[src/sv/particle_radius_table_scaler_macros.svh]
// assertion macros shared by the radius scaler rtl
`ifndef PARTICLE_RADIUS_TABLE_SCALER_MACROS_SVH
`define PARTICLE_RADIUS_TABLE_SCALER_MACROS_SVH

// same-cycle implication
`define PRTS_ASSERT_IMPL(lbl, ck, rn, ante, cons, msg) \
    lbl: assert property (@(posedge ck) disable iff (!rn) (ante) |-> (cons)) \
    else $error(msg);

// next-cycle implication
`define PRTS_ASSERT_NEXT(lbl, ck, rn, ante, cons, msg) \
    lbl: assert property (@(posedge ck) disable iff (!rn) (ante) |=> (cons)) \
    else $error(msg);

`endif

[src/sv/prts_pkg.sv]
// shared types and constants for the particle radius scaler
`timescale 1ns / 1ps
package prts_pkg;

    localparam int TABLE_SIZE_DEF = 256;
    localparam int MAX_COMP_DEF   = 4;
    localparam int IN_W           = 176;
    localparam int CFG_AW         = 3;
    localparam int CFG_DW         = 32;
    localparam int SQ_W           = 64;
    localparam int ROOT_W         = 32;

    localparam logic [CFG_AW-1:0] REG_USE_SCALE = 3'd0;
    localparam logic [CFG_AW-1:0] REG_COMP_SEL  = 3'd1;
    localparam logic [CFG_AW-1:0] REG_POINT     = 3'd2;
    localparam logic [CFG_AW-1:0] REG_TBL_EN    = 3'd3;
    localparam logic [CFG_AW-1:0] REG_TBL_SCALE = 3'd4;
    localparam logic [CFG_AW-1:0] REG_TBL_OFS   = 3'd5;
    localparam logic [CFG_AW-1:0] REG_SCALE     = 3'd6;
    localparam logic [CFG_AW-1:0] REG_TRI       = 3'd7;

    localparam logic [31:0] Q16_ONE      = 32'h0001_0000;
    localparam logic [6:0]  RADIUS_FLOOR = 7'd66;
    localparam logic [6:0]  RADIUS_GAIN  = 7'd100;

    typedef struct packed {
        logic               func;
        logic [7:0]         addr;
        logic [31:0]        tval;
        logic               mag;
        logic signed [32:0] sel_raw;
    } side_t;

endpackage

[src/sv/prts_sq_lane.sv]
// one component lane: registered square of the magnitude
`timescale 1ns / 1ps
module prts_sq_lane
    import prts_pkg::*;
(
    input  logic               clk,
    input  logic               en,
    input  logic signed [31:0] comp,
    input  logic               active,
    output logic [SQ_W-1:0]    sq
);

    logic [31:0]     mag;
    logic [SQ_W-1:0] prod;

    // two's complement negate also covers the most negative code
    assign mag  = comp[31] ? (~comp + 32'd1) : comp;
    assign prod = mag * mag;

    always_ff @(posedge clk)
    begin
        if (en)
        begin
            sq <= active ? prod : '0;
        end
    end

endmodule

[config.mk]
export PLATFORM = sky130hd
export DESIGN_NAME = prts_sq_lane
export DESIGN_NICKNAME = d
export VERILOG_FILES = /design/src/sv/particle_radius_table_scaler_macros.svh /design/src/sv/prts_pkg.sv /design/src/sv/prts_sq_lane.sv
export SDC_FILE = /design/constraint.sdc
export NUM_CORES = 2
export LEC_CHECK = 0
export BUFFER_PORTS_ARGS = -buffer_cell sky130_fd_sc_hd__buf_2
export CORE_MARGIN = 5
export CORE_UTILIZATION = 40
export CTS_CLUSTER_DIAMETER = 150
export DETAILED_ROUTE_END_ITERATION = 10
export PLACE_DENSITY_LB_ADDON = 0.12
export REMOVE_ABC_BUFFERS = 1
export SLEW_MARGIN = 20
export SYNTH_ARGS = -nofsm -noshare
export SYNTH_HDL_FRONTEND = slang
export SYNTH_SLANG_ARGS = --single-unit
[constraint.sdc]
create_clock -name clk -period 13.35 [get_ports clk]
set_clock_uncertainty 0.15 [all_clocks]
set_input_delay 4.005 -clock clk [delete_from_list [all_inputs] [get_ports clk]]
set_output_delay 4.005 -clock clk [all_outputs]
set_load 0.005 [all_outputs]
==> impl_metrics.tcl <==
set metrics [dict create \
    cts_htree_levels 3 \
    final-setup-viol-count 0 \
    cell_at_the_slowest_stage_of_the_critical_path "fa_1" \
    grt_pass1_vias 26396 \
    critical_path.max_fanout 6 \
    floorplan.initialDensity 0.402 \
    setup.worst_path.class "in2reg" \
    synth.yosys.seq_area_share 0.0599 \
    syn-mean-instance-area_um2 9.29 \
    max_flop_register "sq" \
    floorplan.die_area_um2 84700 \
    hpwlAfterDp_um 87700 \
    fp.coreArea_um2 78600 \
    drt.antenna.violating_nets 0 \
    worst-endpoint-arrival_ns 13.24 \
    clock_sink_count 63 \
    hold_viol 0 \
    timing.final.crit_period_ns 13.22 \
    max_slew_margin 0.450 \
    synth_area_um2 31600 \
    grt_setup_unrepaired "yes" \
    chipHeight_um 291 \
    grt_antenna_before_repair 3 \
    drive_above_1_share 0.195 \
    netlist-cell-type-count 76 \
    maxCapViolations 0 \
    synth_edf_count 63 \
    worst_hold_path.endpoint "sq[59]" \
    grt_max_degree 64 \
    cts_inserted_buffers 9 \
    final_min_period_over_clock_period 0.990 \
    global_route_wire_length_before_repair_um 155000 \
    wirelength_um 98700 \
    reg_top3 "sq: 63 flops" \
    drt_drc_violations_left 0 \
    routed_via_density 4.83 \
    clk_transition_reported_paths_ns 0.06 \
    number_of_synthesized_register_bits 63 \
    place_congestion 0.942 \
    dr.first_iter.drc_count 1306 \
    critical-path-top-cell-by-count "fa_1" \
    vias 24199 \
    layoutNonFillerInstCount 5007 \
    numPlacedInstances 4980 \
    placement.io_buffers 97 \
    drt_pre_antenna_iters 7 \
    timing.hold.worst_path_depth 3 \
    async_reset_ff_frac 0 \
    achievable-frequency_mhz 75.6 \
    timing.critical_path.slowest_cell_delay_ns 0.61 \
    outcome "finished clean" \
    max_reg_flops 63 \
    min-delay-path-class "in2reg" \
    netlist_instances 3402 \
    grt_use_total 0.238 \
    worstSetupStartpointType "primary input" \
    cp_data_required_time_ns 13.37 \
    areaGrowthSynthToFinish_pct 20.8 \
    num_rows 103 \
    yosys_most_used_dff "edfxtp_1" \
    nature_of_the_critical_path_endpoint "flop" \
    worst_hold_path_startpoint "active" \
    timing.final.max_slew_violations 0 \
    globalRouteOverflowTotal 0 \
    yosys_warnings 0 \
    cts_tree "done" \
    route.detailed.wl_per_inst_um 19.7 \
    boundaryPins 99 \
    die_width_um 291 \
    clockRootBuffer "clkbuf_16" \
    cts_buffer_depth 2 \
    tightestPinTransition_ns 0.824 \
    final_nets 5064 \
]
## layout by cell type (no fill, tap or decap), types with 34 or more instances in the layout
master	count
edfxtp_1	63
a21o_1	45
ha_1	280
buf_2	97
xor2_1	36
nor2_1	302
fa_1	791
inv_1	999
o21ai_0	34
nand2_1	275
xnor2_1	44
buf_4	502
a21oi_1	72
## layout make-up
class / instances / area, um^2
fillers: 7725 / 40400
multi-input cells: 2229 / 26000
repair buffers: 630 / 4790
inverters: 1018 / 3830
flip-flops and latches: 63 / 1890
well taps: 1050 / 1310
clock buffers: 9 / 225
clock inverters: 6 / 110
diodes: 2 / 5.00
## worst max path at each step
| stage | from | endpoint | slack, ns | cells past startpoint |
|---|---|---|---|---|
| floorplan | comp[11] | sq[58] | -0.1 | 30 |
| global placement | comp[5] | sq[59] | -0.73 | 36 |
| detailed placement | comp[11] | sq[59] | -0.75 | 34 |
| CTS | comp[5] | sq[60] | 0.03 | 40 |
| global route | comp[5] | sq[52] | -0.12 | 35 |
| finish | comp[5] | sq[52] | 0.13 | 34 |
## repair_timing
| item | CTS | global route |
|---|---|---|
| pin swaps | 2 | 31 |
| endpoints found under the setup margin | 16 | 23 |
| setup buffers | 0 | 10 |
| resized for setup | 13 | 93 |
| hold buffers | 0 | 0 |
## kinds of logic (layout without fill, tap and decap cells)
logic type	Yosys count	in the layout	synth area share
buffers and inverters	1135	1663	0.136
muxes	8	8	0.00261
and+or+nand+nor	740	740	0.0996
adders and majority gates	1078	1078	0.616
AOI/OAI and AO/OA	271	271	0.0572
xor gates and xnor gates	105	105	0.0293
other	2	29	0.000238
DFF	63	63	0.0599
## cells in the mapped netlist, drive strengths merged, types with 18 or more instances
master / number / area share
a21o: 45 / 0.011
a21oi: 80 / 0.013
clkbuf: 101 / 0.012
edfxtp: 63 / 0.060
fa: 795 / 0.50
ha: 283 / 0.11
inv: 1011 / 0.12
nand2: 282 / 0.034
nand3: 21 / 0.0033
nand4: 19 / 0.0038
nor2: 318 / 0.038
nor3: 34 / 0.0059
o21ai: 43 / 0.0068
o21bai: 18 / 0.0043
xnor2: 53 / 0.015
xor2: 52 / 0.015
## per-stage QoR
stage | setup WS (ns) | setup TNS, ns | hold WS [ns] | util | area, um^2
after detailed placement | -0.755 | -11.08 | 4.25 | 0.475 | 37400
final | 0.129 | 0 | 4.17 | 0.486 | 38200
after CTS | 0.0264 | 0 | 4.16 | 0.480 | 37800
after global routing | -0.117 | -1.16 | 4.20 | 0.486 | 38200
after floorplan | -0.0951 | -0.293 | 3.97 | - | 31200
after global placement | -0.727 | -10.04 | 4.25 | 0.475 | 37400
## layer usage
layer	wire, um	part of all wire	vias up	track usage
met3	4080	0.041	122	0.0266
met1	41500	0.42	12483	0.317
li1	-	-	11068	-
met4	2710	0.027	2	0.0507
met5	13	0.00013	-	0
met2	50400	0.51	524	0.420
## critical path: cells and delay by family
family | cells | cell delay (ns)
fa+ha+maj | 9 | 4.32
simple gates | 11 | 2.77
buf+inv | 10 | 1.19
compound gates | 3 | 0.76
xor+xnor | 1 | 0.16
Power is left out: the tool's default activity adds up to more than one toggle a clock period on the data nets, which glitch-free logic cannot reach.
