<file path="config.mk">
export PLATFORM = sky130hd
export DESIGN_NAME = prts_sqrt
export DESIGN_NICKNAME = d
export VERILOG_FILES = /design/src/sv/particle_radius_table_scaler_macros.svh /design/src/sv/prts_pkg.sv /design/src/sv/prts_sqrt.sv
export SDC_FILE = /design/constraint.sdc
export NUM_CORES = 2
export LEC_CHECK = 0
export ABC_CLOCK_PERIOD_IN_PS = 6300
export BUFFER_PORTS_ARGS = -buffer_cell sky130_fd_sc_hd__buf_4
export CAP_MARGIN = 20
export CORE_MARGIN = 1
export CORE_UTILIZATION = 25
export CTS_BUF_LIST = sky130_fd_sc_hd__clkbuf_8 sky130_fd_sc_hd__clkbuf_16
export CTS_CLUSTER_DIAMETER = 120
export DETAILED_ROUTE_END_ITERATION = 10
export PLACE_DENSITY_LB_ADDON = 0.08
export SLEW_MARGIN = 20
export SYNTH_ARGS = -nofsm -noshare
export SYNTH_HDL_FRONTEND = slang
export SYNTH_SLANG_ARGS = --single-unit
</file>
<file path="constraint.sdc">
create_clock -name clk -period 6.3 [get_ports clk]
set_clock_uncertainty 0.15 [all_clocks]
set_input_delay 0.315 -clock clk [delete_from_list [all_inputs] [get_ports clk]]
set_output_delay 0.315 -clock clk [all_outputs]
set_load 0.02 [all_outputs]
</file>
<file path="src/sv/particle_radius_table_scaler_macros.svh">
// assertion macros shared by the radius scaler rtl
`ifndef PARTICLE_RADIUS_TABLE_SCALER_MACROS_SVH
`define PARTICLE_RADIUS_TABLE_SCALER_MACROS_SVH

// same-cycle implication
`define PRTS_ASSERT_IMPL(lbl, ck, rn, ante, cons, msg) \
    lbl: assert property (@(posedge ck) disable iff (!rn) (ante) |-> (cons)) \
    else $error(msg);

// next-cycle implication
`define PRTS_ASSERT_NEXT(lbl, ck, rn, ante, cons, msg) \
    lbl: assert property (@(posedge ck) disable iff (!rn) (ante) |=> (cons)) \
    else $error(msg);

`endif

</file>
<file path="src/sv/prts_pkg.sv">
// shared types and constants for the particle radius scaler
`timescale 1ns / 1ps
package prts_pkg;

    localparam int TABLE_SIZE_DEF = 256;
    localparam int MAX_COMP_DEF   = 4;
    localparam int IN_W           = 176;
    localparam int CFG_AW         = 3;
    localparam int CFG_DW         = 32;
    localparam int SQ_W           = 64;
    localparam int ROOT_W         = 32;

    localparam logic [CFG_AW-1:0] REG_USE_SCALE = 3'd0;
    localparam logic [CFG_AW-1:0] REG_COMP_SEL  = 3'd1;
    localparam logic [CFG_AW-1:0] REG_POINT     = 3'd2;
    localparam logic [CFG_AW-1:0] REG_TBL_EN    = 3'd3;
    localparam logic [CFG_AW-1:0] REG_TBL_SCALE = 3'd4;
    localparam logic [CFG_AW-1:0] REG_TBL_OFS   = 3'd5;
    localparam logic [CFG_AW-1:0] REG_SCALE     = 3'd6;
    localparam logic [CFG_AW-1:0] REG_TRI       = 3'd7;

    localparam logic [31:0] Q16_ONE      = 32'h0001_0000;
    localparam logic [6:0]  RADIUS_FLOOR = 7'd66;
    localparam logic [6:0]  RADIUS_GAIN  = 7'd100;

    typedef struct packed {
        logic               func;
        logic [7:0]         addr;
        logic [31:0]        tval;
        logic               mag;
        logic signed [32:0] sel_raw;
    } side_t;

endpackage

</file>
<file path="src/sv/prts_sqrt.sv">
// pipelined integer square root, one result bit per stage
`timescale 1ns / 1ps
module prts_sqrt
    import prts_pkg::*;
(
    input  logic              clk,
    input  logic              rst_n,
    input  logic              en,
    input  logic              in_valid,
    input  side_t             in_side,
    input  logic [SQ_W-1:0]   in_val,
    output logic              out_valid,
    output side_t             out_side,
    output logic [ROOT_W-1:0] root
);

    localparam int REM_W = ROOT_W + 4;

    logic              st_v    [ROOT_W+1];
    side_t             st_side [ROOT_W+1];
    logic [SQ_W-1:0]   st_val  [ROOT_W+1];
    logic [REM_W-1:0]  st_rem  [ROOT_W+1];
    logic [ROOT_W-1:0] st_root [ROOT_W+1];

    assign st_v[0]    = in_valid;
    assign st_side[0] = in_side;
    assign st_val[0]  = in_val;
    assign st_rem[0]  = '0;
    assign st_root[0] = '0;

    genvar i;
    generate
        for (i = 0; i < ROOT_W; i++)
        begin : g_step
            logic [REM_W-1:0] rs;
            logic [REM_W-1:0] trial;
            logic             ge;

            // bring down the next two bits, try root*4+1
            assign rs    = {st_rem[i][REM_W-3:0], st_val[i][SQ_W-1:SQ_W-2]};
            assign trial = {2'b00, st_root[i], 2'b01};
            assign ge    = (rs >= trial);

            always_ff @(posedge clk or negedge rst_n)
            begin
                if (!rst_n)
                begin
                    st_v[i+1] <= 1'b0;
                end
                else if (en)
                begin
                    st_v[i+1] <= st_v[i];
                end
            end

            always_ff @(posedge clk)
            begin
                if (en)
                begin
                    st_side[i+1] <= st_side[i];
                    st_val[i+1]  <= {st_val[i][SQ_W-3:0], 2'b00};
                    st_rem[i+1]  <= ge ? (rs - trial) : rs;
                    st_root[i+1] <= {st_root[i][ROOT_W-2:0], ge};
                end
            end
        end
    endgenerate

    assign out_valid = st_v[ROOT_W];
    assign out_side  = st_side[ROOT_W];
    assign root      = st_root[ROOT_W];

endmodule

</file>
==> results.md <==
- Crit Path Max Fanout: 33
- Number of buffers on the longest clock path: 4
- Minimum clock period: 5000 ps
- Effective utilization at floorplan: 0.251
- Number of antenna violations at the first check in global routing: 7
- Critical Setup Path Class: reg2reg
- Normalized max-slew margin: 0.284
- Routability congestion estimate: 0.800
- # nets final: 13300
- TritonCTS Buffers: 606
- Total number of H-tree levels: 6
- Cell with the most instances after synthesis: edfxtp_1
- Fin. Hold Viols: 0
- Seq cells post-synth: 4955
- Number of instances in the synthesized netlist: 11500
- Count of instances resized after the clock tree is built: 0
- Synthesized cell area: 191000 um2
- Top Metal Used: met5
- Number of warnings reported in the yosys synthesis log: 0
- Final-layout setup total negative slack: 0 ps
- Main flop type after synthesis: edfxtp_1
- Largest net degree at the start of global routing: 169
- Most frequent cells after synthesis: edfxtp_1 (4923), inv_1 (706), nand2_1 (702), ha_1 (562), o21ai_0 (533)
- Type of the worst min-delay path: reg2reg
- Fin crit share: 0.793
- Worst Tran Pin Value: 1070 ps
- Critical path capture point type: register
- Mapped Avg Cell Area: 16.5 um2
- Peak clock frequency supported by timing: 200 MHz
- Startpoint Class: register
- # fillers: 74800
- Via/cell ratio: 4.12
- Leakage power of the design: 81.4 nW
- Layout cells sized above 1: 0.102
- 1st-pass router iterations: 6
- Required time of the critical path: 6940 ps
- IR drop worst, VDD: 0.266 mV
- Die extent in y: 875 um
- Final count of negative-setup-slack endpoints: 0
- I/O Buffers: 250
- Number of vias after detailed routing: 95500
- Io pins: 251
- DR WL met3: 15100 um
- Die X-Extent: 875 um
- Placed inst area: 205000 um2
- Cell taking the most area after synthesis: edfxtp_1
- Row count: 320
- Insertion delay of the later-clocked pin in the worst-skew pair: 1060 ps
- Total routed wire length on the met1 layer: 175000 um
- Placeable core region: 760000 um2
- Arrival @ worst endpoint: 5640 ps
- Residual antenna-violating net count after detailed routing: 0
- Area fraction of the dominant cell type after synthesis: 0.776
- Design Area, Final: 227000 um2
- Setup fix buffers added after clock tree synthesis: 0
- Routed wire length on met2: 193000 um
- Hold-fix buffer count after cts: 286
- Total die area: 766000 um2
- Area growth from synthesis to layout: 19.3%
- TritonCTS clock tree: done
- DR WL/cell: 17.2 um
- Number of global-route vias before repair: 99600
- Overall fraction of global-route tracks in use: 0.101
- Ranking of synthesized cells by area: edfxtp_1 (78%), ha_1 (3.7%), xor2_1 (2.0%)
- Outcome: complete, no violations
- Detailed Route WL: 398000 um
- Part of the Yosys area used for sequential elements: 0.780
- Net count after synthesis: 12200
- Post-CTS clock slew at the launch and capture registers of the worst setup and hold paths: 60 ps
- Unrepaired setup endpoints after global routing: no
- Final Max Tran Viols: 0
- Clock Tree Root: clkbuf_16
- Max-capacitance violation count: 0
- Total grt overflow: 0
- Number of enable-type register cells in the synthesized netlist: 4923
- Power per cell area: 378 nW/um2
- DRC viols: 0
- Cell variety after synth: 81
- Global-route wire length before repair: 609000 um
- DPL Wire Length: 259000 um
- Starting DRT DRC Count: 6430
- Number of clock sinks seen by CTS: 4955
- FFs w/ async S/R, synth: 0.00646
[kinds of logic after synthesis]
group	share of synthesized area
DFF	0.780
xor gates and xnor gates	0.0387
AOI/OAI and AO/OA	0.0592
buffers and inverters	0.0201
and+or+nand+nor	0.0596
muxes	0.00557
other	0.0000197
adders and majority gates	0.0369
[layout by cell type (no fill, tap or decap), types with 113 or more instances in the layout]
master         instances
a21oi_1              492
a21o_1               224
dlygate4sd3_1        285
nand3_1              129
ha_1                 562
nand2b_1             113
inv_1                854
nor3_1               204
clkinv_1             130
nand2_1              702
clkbuf_16            614
xnor2_1              408
edfxtp_1            4923
buf_4                334
xor2_1               433
nor4_1               116
o21ai_0              533
nor2_1               516
[where the power goes]
part           total (mW)  internal (mW)  switching, mW
combinational        10.5           4.18           6.36
clock                33.5           19.4           14.1
sequential           42.0           40.2           1.79
[per-layer routing]
layer / global-route usage / vias to the layer above
met5: 0 / -
li1: - / 45700
met2: 0.173 / 1627
met4: 0.0378 / 2
met1: 0.127 / 47300
met3: 0.0168 / 801
[sequential cells by signal, indices dropped and copies added, names as in the netlist]
signal and cells:
g_step.rs 1065, g_step.trial 496, out_side 75, out_valid 1
root 32, st_side 2325, st_v 31, st_val 930
[per-stage QoR]
| step | cells | total power [mW] | hold WS, ps | setup WS (ps) | util |
|---|---|---|---|---|---|
| 3_5_place_dp | 21800 | 53.3 | 135 | 1340 | 0.270 |
| 4_1_cts | 23200 | 88.0 | 171 | 1320 | 0.299 |
| 3_3_place_gp | 21800 | 53.2 | 133 | 1290 | 0.270 |
| 2_1_floorplan | 11500 | 48.7 | -131 | 2400 | - |
| 6_report | 23200 | 86.0 | 234 | 1300 | 0.299 |
| 5_1_grt | 23200 | 90.4 | 243 | 935 | 0.299 |
[worst paths after layout]
check,from,endpoint,slack [ps],cells past startpoint
hold / removal,st_val[1870]$_DFFE_PP_,st_val[1808]$_DFFE_PP_,230,0
setup / recovery,g_step[28].rs[7]$_DFFE_PP_,g_step[29].rs[12]$_DFFE_PP_,1300,10
setup reg to reg,g_step[28].rs[7]$_DFFE_PP_,g_step[29].rs[12]$_DFFE_PP_,1300,10
max in group asynchronous,rst_n,st_v[15]$_DFFE_PN0P_,5140,5
hold reg to reg,st_val[1870]$_DFFE_PP_,st_val[1808]$_DFFE_PP_,230,0
min in group asynchronous,rst_n,out_valid$_DFFE_PN0P_,670,5
[worst max-delay path, cell delays in order (launching register included)]
cell and delay, ps:
edfxtp_1 420, ha_1 430, a2111oi_0 470, a21oi_1 240, o41ai_1 670, o21bai_1 470, a31o_2 380, o2111a_1 290
nor2_4 580, buf_4 450, o21ai_0 160
[layout make-up]
cell class,instances,area [um2],area share
Antenna cell,1,2.50,0.0000110
Inverter,709,2660,0.0117
Timing Repair Buffer,652,6010,0.0264
Multi-Input combinational cell,5640,38200,0.168
Tap cell,10100,12700,0.0558
Clock inverter,465,3850,0.0169
Clock buffer,615,15400,0.0676
Sequential cell,4955,149000,0.654
(Power assumes the default switching activity.)
