File: config.mk
export PLATFORM = sky130hd
export DESIGN_NAME = prts_sum_merge
export DESIGN_NICKNAME = d
export VERILOG_FILES = /design/src/sv/particle_radius_table_scaler_macros.svh /design/src/sv/prts_pkg.sv /design/src/sv/prts_sum_merge.sv
export SDC_FILE = /design/constraint.sdc
export NUM_CORES = 1
export LEC_CHECK = 0
export BUFFER_PORTS_ARGS = -buffer_cell sky130_fd_sc_hd__buf_4
export CAP_MARGIN = 20
export CORE_AREA = 3 3 163 165
export CTS_CLUSTER_SIZE = 30
export DETAILED_ROUTE_END_ITERATION = 8
export DIE_AREA = 0 0 166 168
export PLACE_DENSITY = 0.67
export RECOVER_POWER = 25
export SYNTH_ARGS = -nofsm -noshare
export SYNTH_HDL_FRONTEND = slang
export SYNTH_SLANG_ARGS = --single-unit
File: constraint.sdc
create_clock -name clk -period 5.78 [get_ports clk]
set_input_delay 0.578 -clock clk [delete_from_list [all_inputs] [get_ports clk]]
set_output_delay 0.578 -clock clk [all_outputs]
set_load 0.1 [all_outputs]
File: src/sv/particle_radius_table_scaler_macros.svh
// assertion macros shared by the radius scaler rtl
`ifndef PARTICLE_RADIUS_TABLE_SCALER_MACROS_SVH
`define PARTICLE_RADIUS_TABLE_SCALER_MACROS_SVH

// same-cycle implication
`define PRTS_ASSERT_IMPL(lbl, ck, rn, ante, cons, msg) \
    lbl: assert property (@(posedge ck) disable iff (!rn) (ante) |-> (cons)) \
    else $error(msg);

// next-cycle implication
`define PRTS_ASSERT_NEXT(lbl, ck, rn, ante, cons, msg) \
    lbl: assert property (@(posedge ck) disable iff (!rn) (ante) |=> (cons)) \
    else $error(msg);

`endif

File: src/sv/prts_pkg.sv
// shared types and constants for the particle radius scaler
`timescale 1ns / 1ps
package prts_pkg;

    localparam int TABLE_SIZE_DEF = 256;
    localparam int MAX_COMP_DEF   = 4;
    localparam int IN_W           = 176;
    localparam int CFG_AW         = 3;
    localparam int CFG_DW         = 32;
    localparam int SQ_W           = 64;
    localparam int ROOT_W         = 32;

    localparam logic [CFG_AW-1:0] REG_USE_SCALE = 3'd0;
    localparam logic [CFG_AW-1:0] REG_COMP_SEL  = 3'd1;
    localparam logic [CFG_AW-1:0] REG_POINT     = 3'd2;
    localparam logic [CFG_AW-1:0] REG_TBL_EN    = 3'd3;
    localparam logic [CFG_AW-1:0] REG_TBL_SCALE = 3'd4;
    localparam logic [CFG_AW-1:0] REG_TBL_OFS   = 3'd5;
    localparam logic [CFG_AW-1:0] REG_SCALE     = 3'd6;
    localparam logic [CFG_AW-1:0] REG_TRI       = 3'd7;

    localparam logic [31:0] Q16_ONE      = 32'h0001_0000;
    localparam logic [6:0]  RADIUS_FLOOR = 7'd66;
    localparam logic [6:0]  RADIUS_GAIN  = 7'd100;

    typedef struct packed {
        logic               func;
        logic [7:0]         addr;
        logic [31:0]        tval;
        logic               mag;
        logic signed [32:0] sel_raw;
    } side_t;

endpackage

File: src/sv/prts_sum_merge.sv
// merges the lane squares into one saturated sum
`timescale 1ns / 1ps
module prts_sum_merge
    import prts_pkg::*;
#(
    parameter int LANES = MAX_COMP_DEF
)
(
    input  logic            clk,
    input  logic            en,
    input  logic [SQ_W-1:0] sq [LANES],
    output logic [SQ_W-1:0] sum
);

    logic [SQ_W+1:0] total;

    always_comb
    begin
        total = '0;
        for (int k = 0; k < LANES; k++)
        begin
            total = total + {2'b00, sq[k]};
        end
    end

    always_ff @(posedge clk)
    begin
        if (en)
        begin
            sum <= (|total[SQ_W+1:SQ_W]) ? '1 : total[SQ_W-1:0];
        end
    end

endmodule

==> metrics, run 1 <==
Synth async-reset ratio=0%; cts bufs inserted=9; hold path depth=3; Mapped Avg Cell Area=8.53 sq um; # diodes=0; DRC viols=0; Slew @ Worst Pin=3.43 ns; number of global-route vias before repair=9066; Post-CTS Hold Buffers=0; area occupied by multi-input gates=6580 sq um; critical path class=input pin to flip-flop; setup TNS=0 ns; Clock Power Share=11.3%; top-count cell post-synth=inv_1; post-cts gate resize count=0; Worst-path clk slew=0.06 ns; estimated wirelength of the detail-placed design=23.2 mm; initial core utilization=40.0%; drt wl/cell=14.8 um; H-tree depth=3; Setup violations, final=0; Period minus WS final=4.95 ns; Seq cells post-synth=64; number of synthesized flops with an enable pin=64; num rows=58; # Post-CTS Setup Buffers=0; Filler Cell Count=2414; status=complete, but fails checks; top cells by count, synth=inv_1, fa_1, o21ai_0, a21oi_1, ha_1; Layout Nets=1935; RSZ-0062 raised after global routing=false; crit end category=flip-flop; cell taking the most area after synthesis=fa_1; Hold Path Class=input pin to flip-flop; most used cell, CP=fa_1; Die W=166 um; clock buffer depth=2; first-pass GRT wire length=44.5 mm; VDD IR max=0.224 mV; Critical Path RT=5.84 ns; leakage power=6.92 nW; total of warnings raised by yosys=0; total track usage=19.2%; Synth cell types=63; Max FO, Critical Path=64; Top reg by flops=sum; P_int=2.33 mW; Max-cap violations=1; first-pass iteration count of the detailed router=5; Worst setup SP type=input pin; Largest register FFs=64; sw frac=54.3%; PortBufs=321; Post-Syn Area=10100 sq um; DR vias=8885; hold path start=sq[192]; Hold Vio Cnt, Final=0; Total Power=5.09 mW; primary flip-flop cell chosen by synthesis mapping=edfxtp_1; max-slew violations=65; area delta synth->final=29.7%; grt total ovfl=0; CTS root buffer=clkbuf_16; max frequency=0.202 GHz; Ports=322; layout cells sized above 1=23.6%; biggest regs=sum (64); top cells by area, synth=fa_1, edfxtp_1, inv_1; vias per std cell=4.88; storage element area=1920 sq um; die footprint=27900 sq um; Seq/Total Area, Yosys=19.1%; sequential share of power=14.8%; Crit-path slowest cell=fa_1; Non-Filler Instances=1819; height of the die=168 um; Hold Path End=sum[0]; syn_nets=1633; GPL Wtd Cong=0.922; Synth top area share=25.4%; largest net degree at the start of global routing=65; antenna violations before repair=0; design area=13100 sq um; DRT iter0 DRCs=468; Sw Pwr=2.76 mW; Worst EP arrival=5.01 ns; Gate power share=73.9%; crit-path cells=buf_4 -> fa_1 -> fa_1 -> ha_1 -> fa_1 -> a211oi_1 -> o21ai_0 -> o211ai_1 -> a31oi_1 -> o21ai_1 -> nor4b_1 -> nor2_1 -> a311oi_4 -> buf_12 -> o21ai_0; placed cell count=1803; Core Area=25200 sq um; placed cell areas=12800 sq um; fin crit share=85.7%; cell count after synthesis=1182; failing checks=capacitance limit, slew limit; worst rel slew slack=-128%; pwr/cell area=389 nW/um^2; total wire length=27.0 mm; CTS tree=yes; clock sinks=64; Largest stage delay, worst path=0.55 ns; post-route ant nets=0
## how the worst max path moves through the flow
stage,start,cells past startpoint,to,slack (ns)
2_1_floorplan,sq[1],14,sum[51],1.14
3_5_place_dp,sq[1],15,sum[32],0.49
4_1_cts,sq[1],15,sum[32],0.85
5_1_grt,sq[1],15,sum[35],0.58
6_report,sq[1],15,sum[18],0.83
3_3_place_gp,sq[30],16,sum[59],0.62
## logic make-up after synthesis
| family | share of synthesized area [%] |
|---|---|
| buf+inv | 15.7 |
| compound gates | 18.4 |
| fa+ha+maj | 33.5 |
| simple gates | 8.43 |
| flops | 19.1 |
| xor+xnor | 4.69 |
| mux | 0.199 |
## cell usage in the layout (no fill, tap or decap), types with 15 or more instances in the layout
cell type / count
o21bai_1: 15
nand2_1: 49
ha_1: 65
nor2_1: 39
o21ai_0: 94
buf_4: 322
nand4_1: 16
a21o_1: 37
a21oi_1: 68
fa_1: 128
xnor2_1: 34
edfxtp_1: 64
inv_1: 370
xor2_1: 20
## worst max-delay path, delay by kind of cell
kind                       cells  cell delay, ns
adders and majority gates      4            1.62
and+or+nand+nor                2            0.56
buffers and inverters          2            0.41
AOI/OAI and AO/OA              7            1.83
## area by class of cell
class	count	area share, %
multi-input cells	714	50.3
repair buffers	325	18.8
flip-flops and latches	64	14.7
inverters	370	10.6
well taps	330	3.16
clock buffers	10	1.75
clock inverters	6	0.641
## power groups by stage
stage / Clock (mW) / Combinational (mW) / Sequential [mW]
final: 0.575 / 3.76 / 0.752
after global routing: 0.603 / 4.10 / 0.764
after CTS: 0.582 / 3.76 / 0.754
after detailed placement: 0 / 3.73 / 0.763
after global placement: 0 / 3.72 / 0.758
after floorplan: 0 / 1.91 / 1.69
## metal layers
metal / global-route usage [%] / vias up / wire length, um / share of wire [%]
met1: 25.7 / 4150 / 11400 / 42
li1: - / 4385 / - / -
met3: 2.32 / 31 / 1590 / 5.9
met5: 0 / - / 0 / 0
met4: 4.77 / 0 / 532 / 2.0
met2: 33.2 / 319 / 13400 / 50
## per-stage QoR
step	hold slack, ns	worst slack, ns	util (%)
global placement	0.975	0.620	50.7
finish	0.646	0.829	51.9
CTS	0.639	0.849	51.9
floorplan	0.690	1.14	-
detailed placement	0.981	0.494	50.7
global route	0.662	0.575	51.9
(Power assumes the default switching activity.)
==> run 2: changes to the inputs <==
==> constraint.sdc (replaced) <==
create_clock -name clk -period 6.1 [get_ports clk]
set_input_delay 0.61 -clock clk [delete_from_list [all_inputs] [get_ports clk]]
set_output_delay 0.61 -clock clk [all_outputs]
set_load 0.1 [all_outputs]
==> run 2 against run 1 <==
  * The run still ends with capacitance limit, slew limit left
  * Worst hold slack better by 0.049 ns
  * Final area down 0.38%
  * Sequential power down 4.7%
  * Utilization down 0.20 points
  * First-iteration DRC count down 3.2%
  * Clock-buffer cell count down 1
  * Worst setup slack better by 0.054 ns
  * Clock power down 14%
  * Non-clock buffer count unchanged
  * Total power down 6.5%
  * Via count down 0.77%
==> metrics, run 2 (synthesis gave the netlist of run 1 again) <==
status=complete, but fails checks; failing checks=capacitance limit, slew limit; most used cell, CP=fa_1; Slew @ Worst Pin=3.36 ns (-0.0628 ns); most frequent cells in the layout=inv_1, buf_4, fa_1, o21ai_0, a21oi_1; num rows=58 (unchanged); Critical Path RT=6.14 ns (+0.30 ns); Core Area=25200 sq um (unchanged); grt total ovfl=0 (unchanged); clock sinks=64 (unchanged); Worst EP arrival=5.26 ns (+0.25 ns); GPL Wtd Cong=0.944 (+2.4%); largest net degree at the start of global routing=65 (unchanged); number of global-route vias before repair=9105 (+0.43%); worst rel slew slack=-124% (+4.2 points); estimated wirelength of the detail-placed design=23.2 mm (about the same); Total Power=4.76 mW (-6.5%); critical path class=input pin to flip-flop; dpl ws=0.526 ns (+0.0324 ns); antenna violations before repair=0 (unchanged); Hold Vio Cnt, Final=0 (unchanged); Period minus WS final=5.22 ns; setup TNS=0 ns (unchanged); CTS root buffer=clkbuf_16; DRC viols=0 (unchanged); max frequency=0.192 GHz; Worst-path clk slew=0.06 ns (about the same); WP buf/inv=2 (unchanged); DR vias=8817 (-0.77%); Largest register FFs=64 (unchanged); Hold Path Class=input pin to flip-flop; VDD IR max=0.281 mV (+25%); Worst setup SP type=input pin; Largest stage delay, worst path=0.54 ns (about the same); Setup violations, final=0 (unchanged); Crit-path slowest cell=fa_1; area delta synth->final=29.2%; die footprint=27900 sq um (unchanged); Post-CTS Hold Buffers=0 (unchanged); Top reg by flops=sum; crit end category=flip-flop; PortBufs=321 (unchanged); met3 wire len=1.61 mm (+1.3%); leakage power=6.89 nW (-0.38%); commonest non-fill, non-tap cell in the layout=inv_1; crit-path leading delay family=compound AO/OA/AOI/OAI gates; initial core utilization=40.0% (unchanged); pwr/cell area=365 nW/um^2 (-6.1%); RSZ-0062 raised after global routing=false; Max FO, Critical Path=64 (unchanged); Final WS setup=0.882 ns (+0.0535 ns); met2 wire len=13.0 mm (-2.8%); placed cell areas=12700 sq um (-0.20%); Filler Cell Count=2406 (-0.33%); layout cells sized above 1=23.6% (-0.067 points); Layout Nets=1935 (unchanged); DRT iter0 DRCs=453 (-3.2%); Top Layer Used=met4; Die W=166 um (unchanged); wire length on met1=11.6 mm (+1.4%); total track usage=19.1% (-0.072 points); H-tree depth=3 (unchanged); first-pass iteration count of the detailed router=5 (unchanged); Max-cap violations=1 (unchanged); crit-path cells=buf_4 -> fa_1 -> fa_1 -> ha_1 -> fa_1 -> a211oi_1 -> o21ai_0 -> o211ai_1 -> a31oi_1 -> o21ai_1 -> nor4b_1 -> nor2_1 -> a311oi_4 -> buf_4 -> o21ai_0; Ports=322 (unchanged); cts bufs inserted=9 (unchanged); clock buffer depth=2 (unchanged); vias per std cell=4.85 (-0.77%); design area=13000 sq um (-0.38%); # Post-CTS Setup Buffers=0 (unchanged); drt wl/cell=14.8 um (-0.48%); post-route ant nets=0 (unchanged); biggest regs=sum (64); total wire length=26.8 mm (-0.48%); height of the die=168 um (unchanged); fin crit share=85.5%; first-pass GRT wire length=44.3 mm (-0.54%); # diodes=0 (unchanged); CTS tree=yes; post-cts gate resize count=0 (unchanged); max-slew violations=65 (unchanged)
==> run 2: cell count changes in the layout (fill, tap and decap cells not counted), sizes merged <==
cell | before | now
clkbuf | 11 | 10
clkinvlp | 0 | 2
bufinv | 2 | 1
==> run 2: worst paths after layout <==
| check | start | end | slack (ns) | cells past startpoint |
|---|---|---|---|---|
| min | sq[192] | sum[0] | 0.69 | 3 |
| max | sq[1] | sum[22] | 0.88 | 15 |
==> run 2: through the flow <==
stage               hold slack [ns]  util, %  cells
floorplan                     0.722        -   1182
global placement               1.01     50.6   1803
detailed placement             1.04     50.6   1803
CTS                           0.695     51.7   1819
global route                  0.708     51.7   1819
finish                        0.695     51.7   1819
==> run 2: routing by layer <==
layer	up-vias	GRT usage [%]
met4	0	5.21
met3	34	3.19
met5	-	0
met2	316	33.0
li1	4384	-
met1	4083	24.9
==> run 2: report_power, final <==
| group | switching, mW | internal [mW] | leakage [nW] |
|---|---|---|---|
| Combinational | 2.37 | 1.17 | 6.12 |
| Sequential | 0.0474 | 0.670 | 0.640 |
| Clock | 0.184 | 0.311 | 0.136 |
| Total | 2.61 | 2.15 | 6.89 |
==> run 2: worst min-delay path, cell delays in order <==
cell and delay, ns:
buf_4 0.08, ha_1 0.12, o21bai_1 0.10
==> run 2: cell type report <==
type | count | area, sq um | share of cell area [%]
clock buffers | 9 | 225 | 1.73
repair buffers | 325 | 2440 | 18.7
clock inverters | 7 | 62.6 | 0.480
multi-input cells | 714 | 6580 | 50.5
flip-flops and latches | 64 | 1920 | 14.8
inverters | 370 | 1390 | 10.7
well taps | 330 | 413 | 3.17
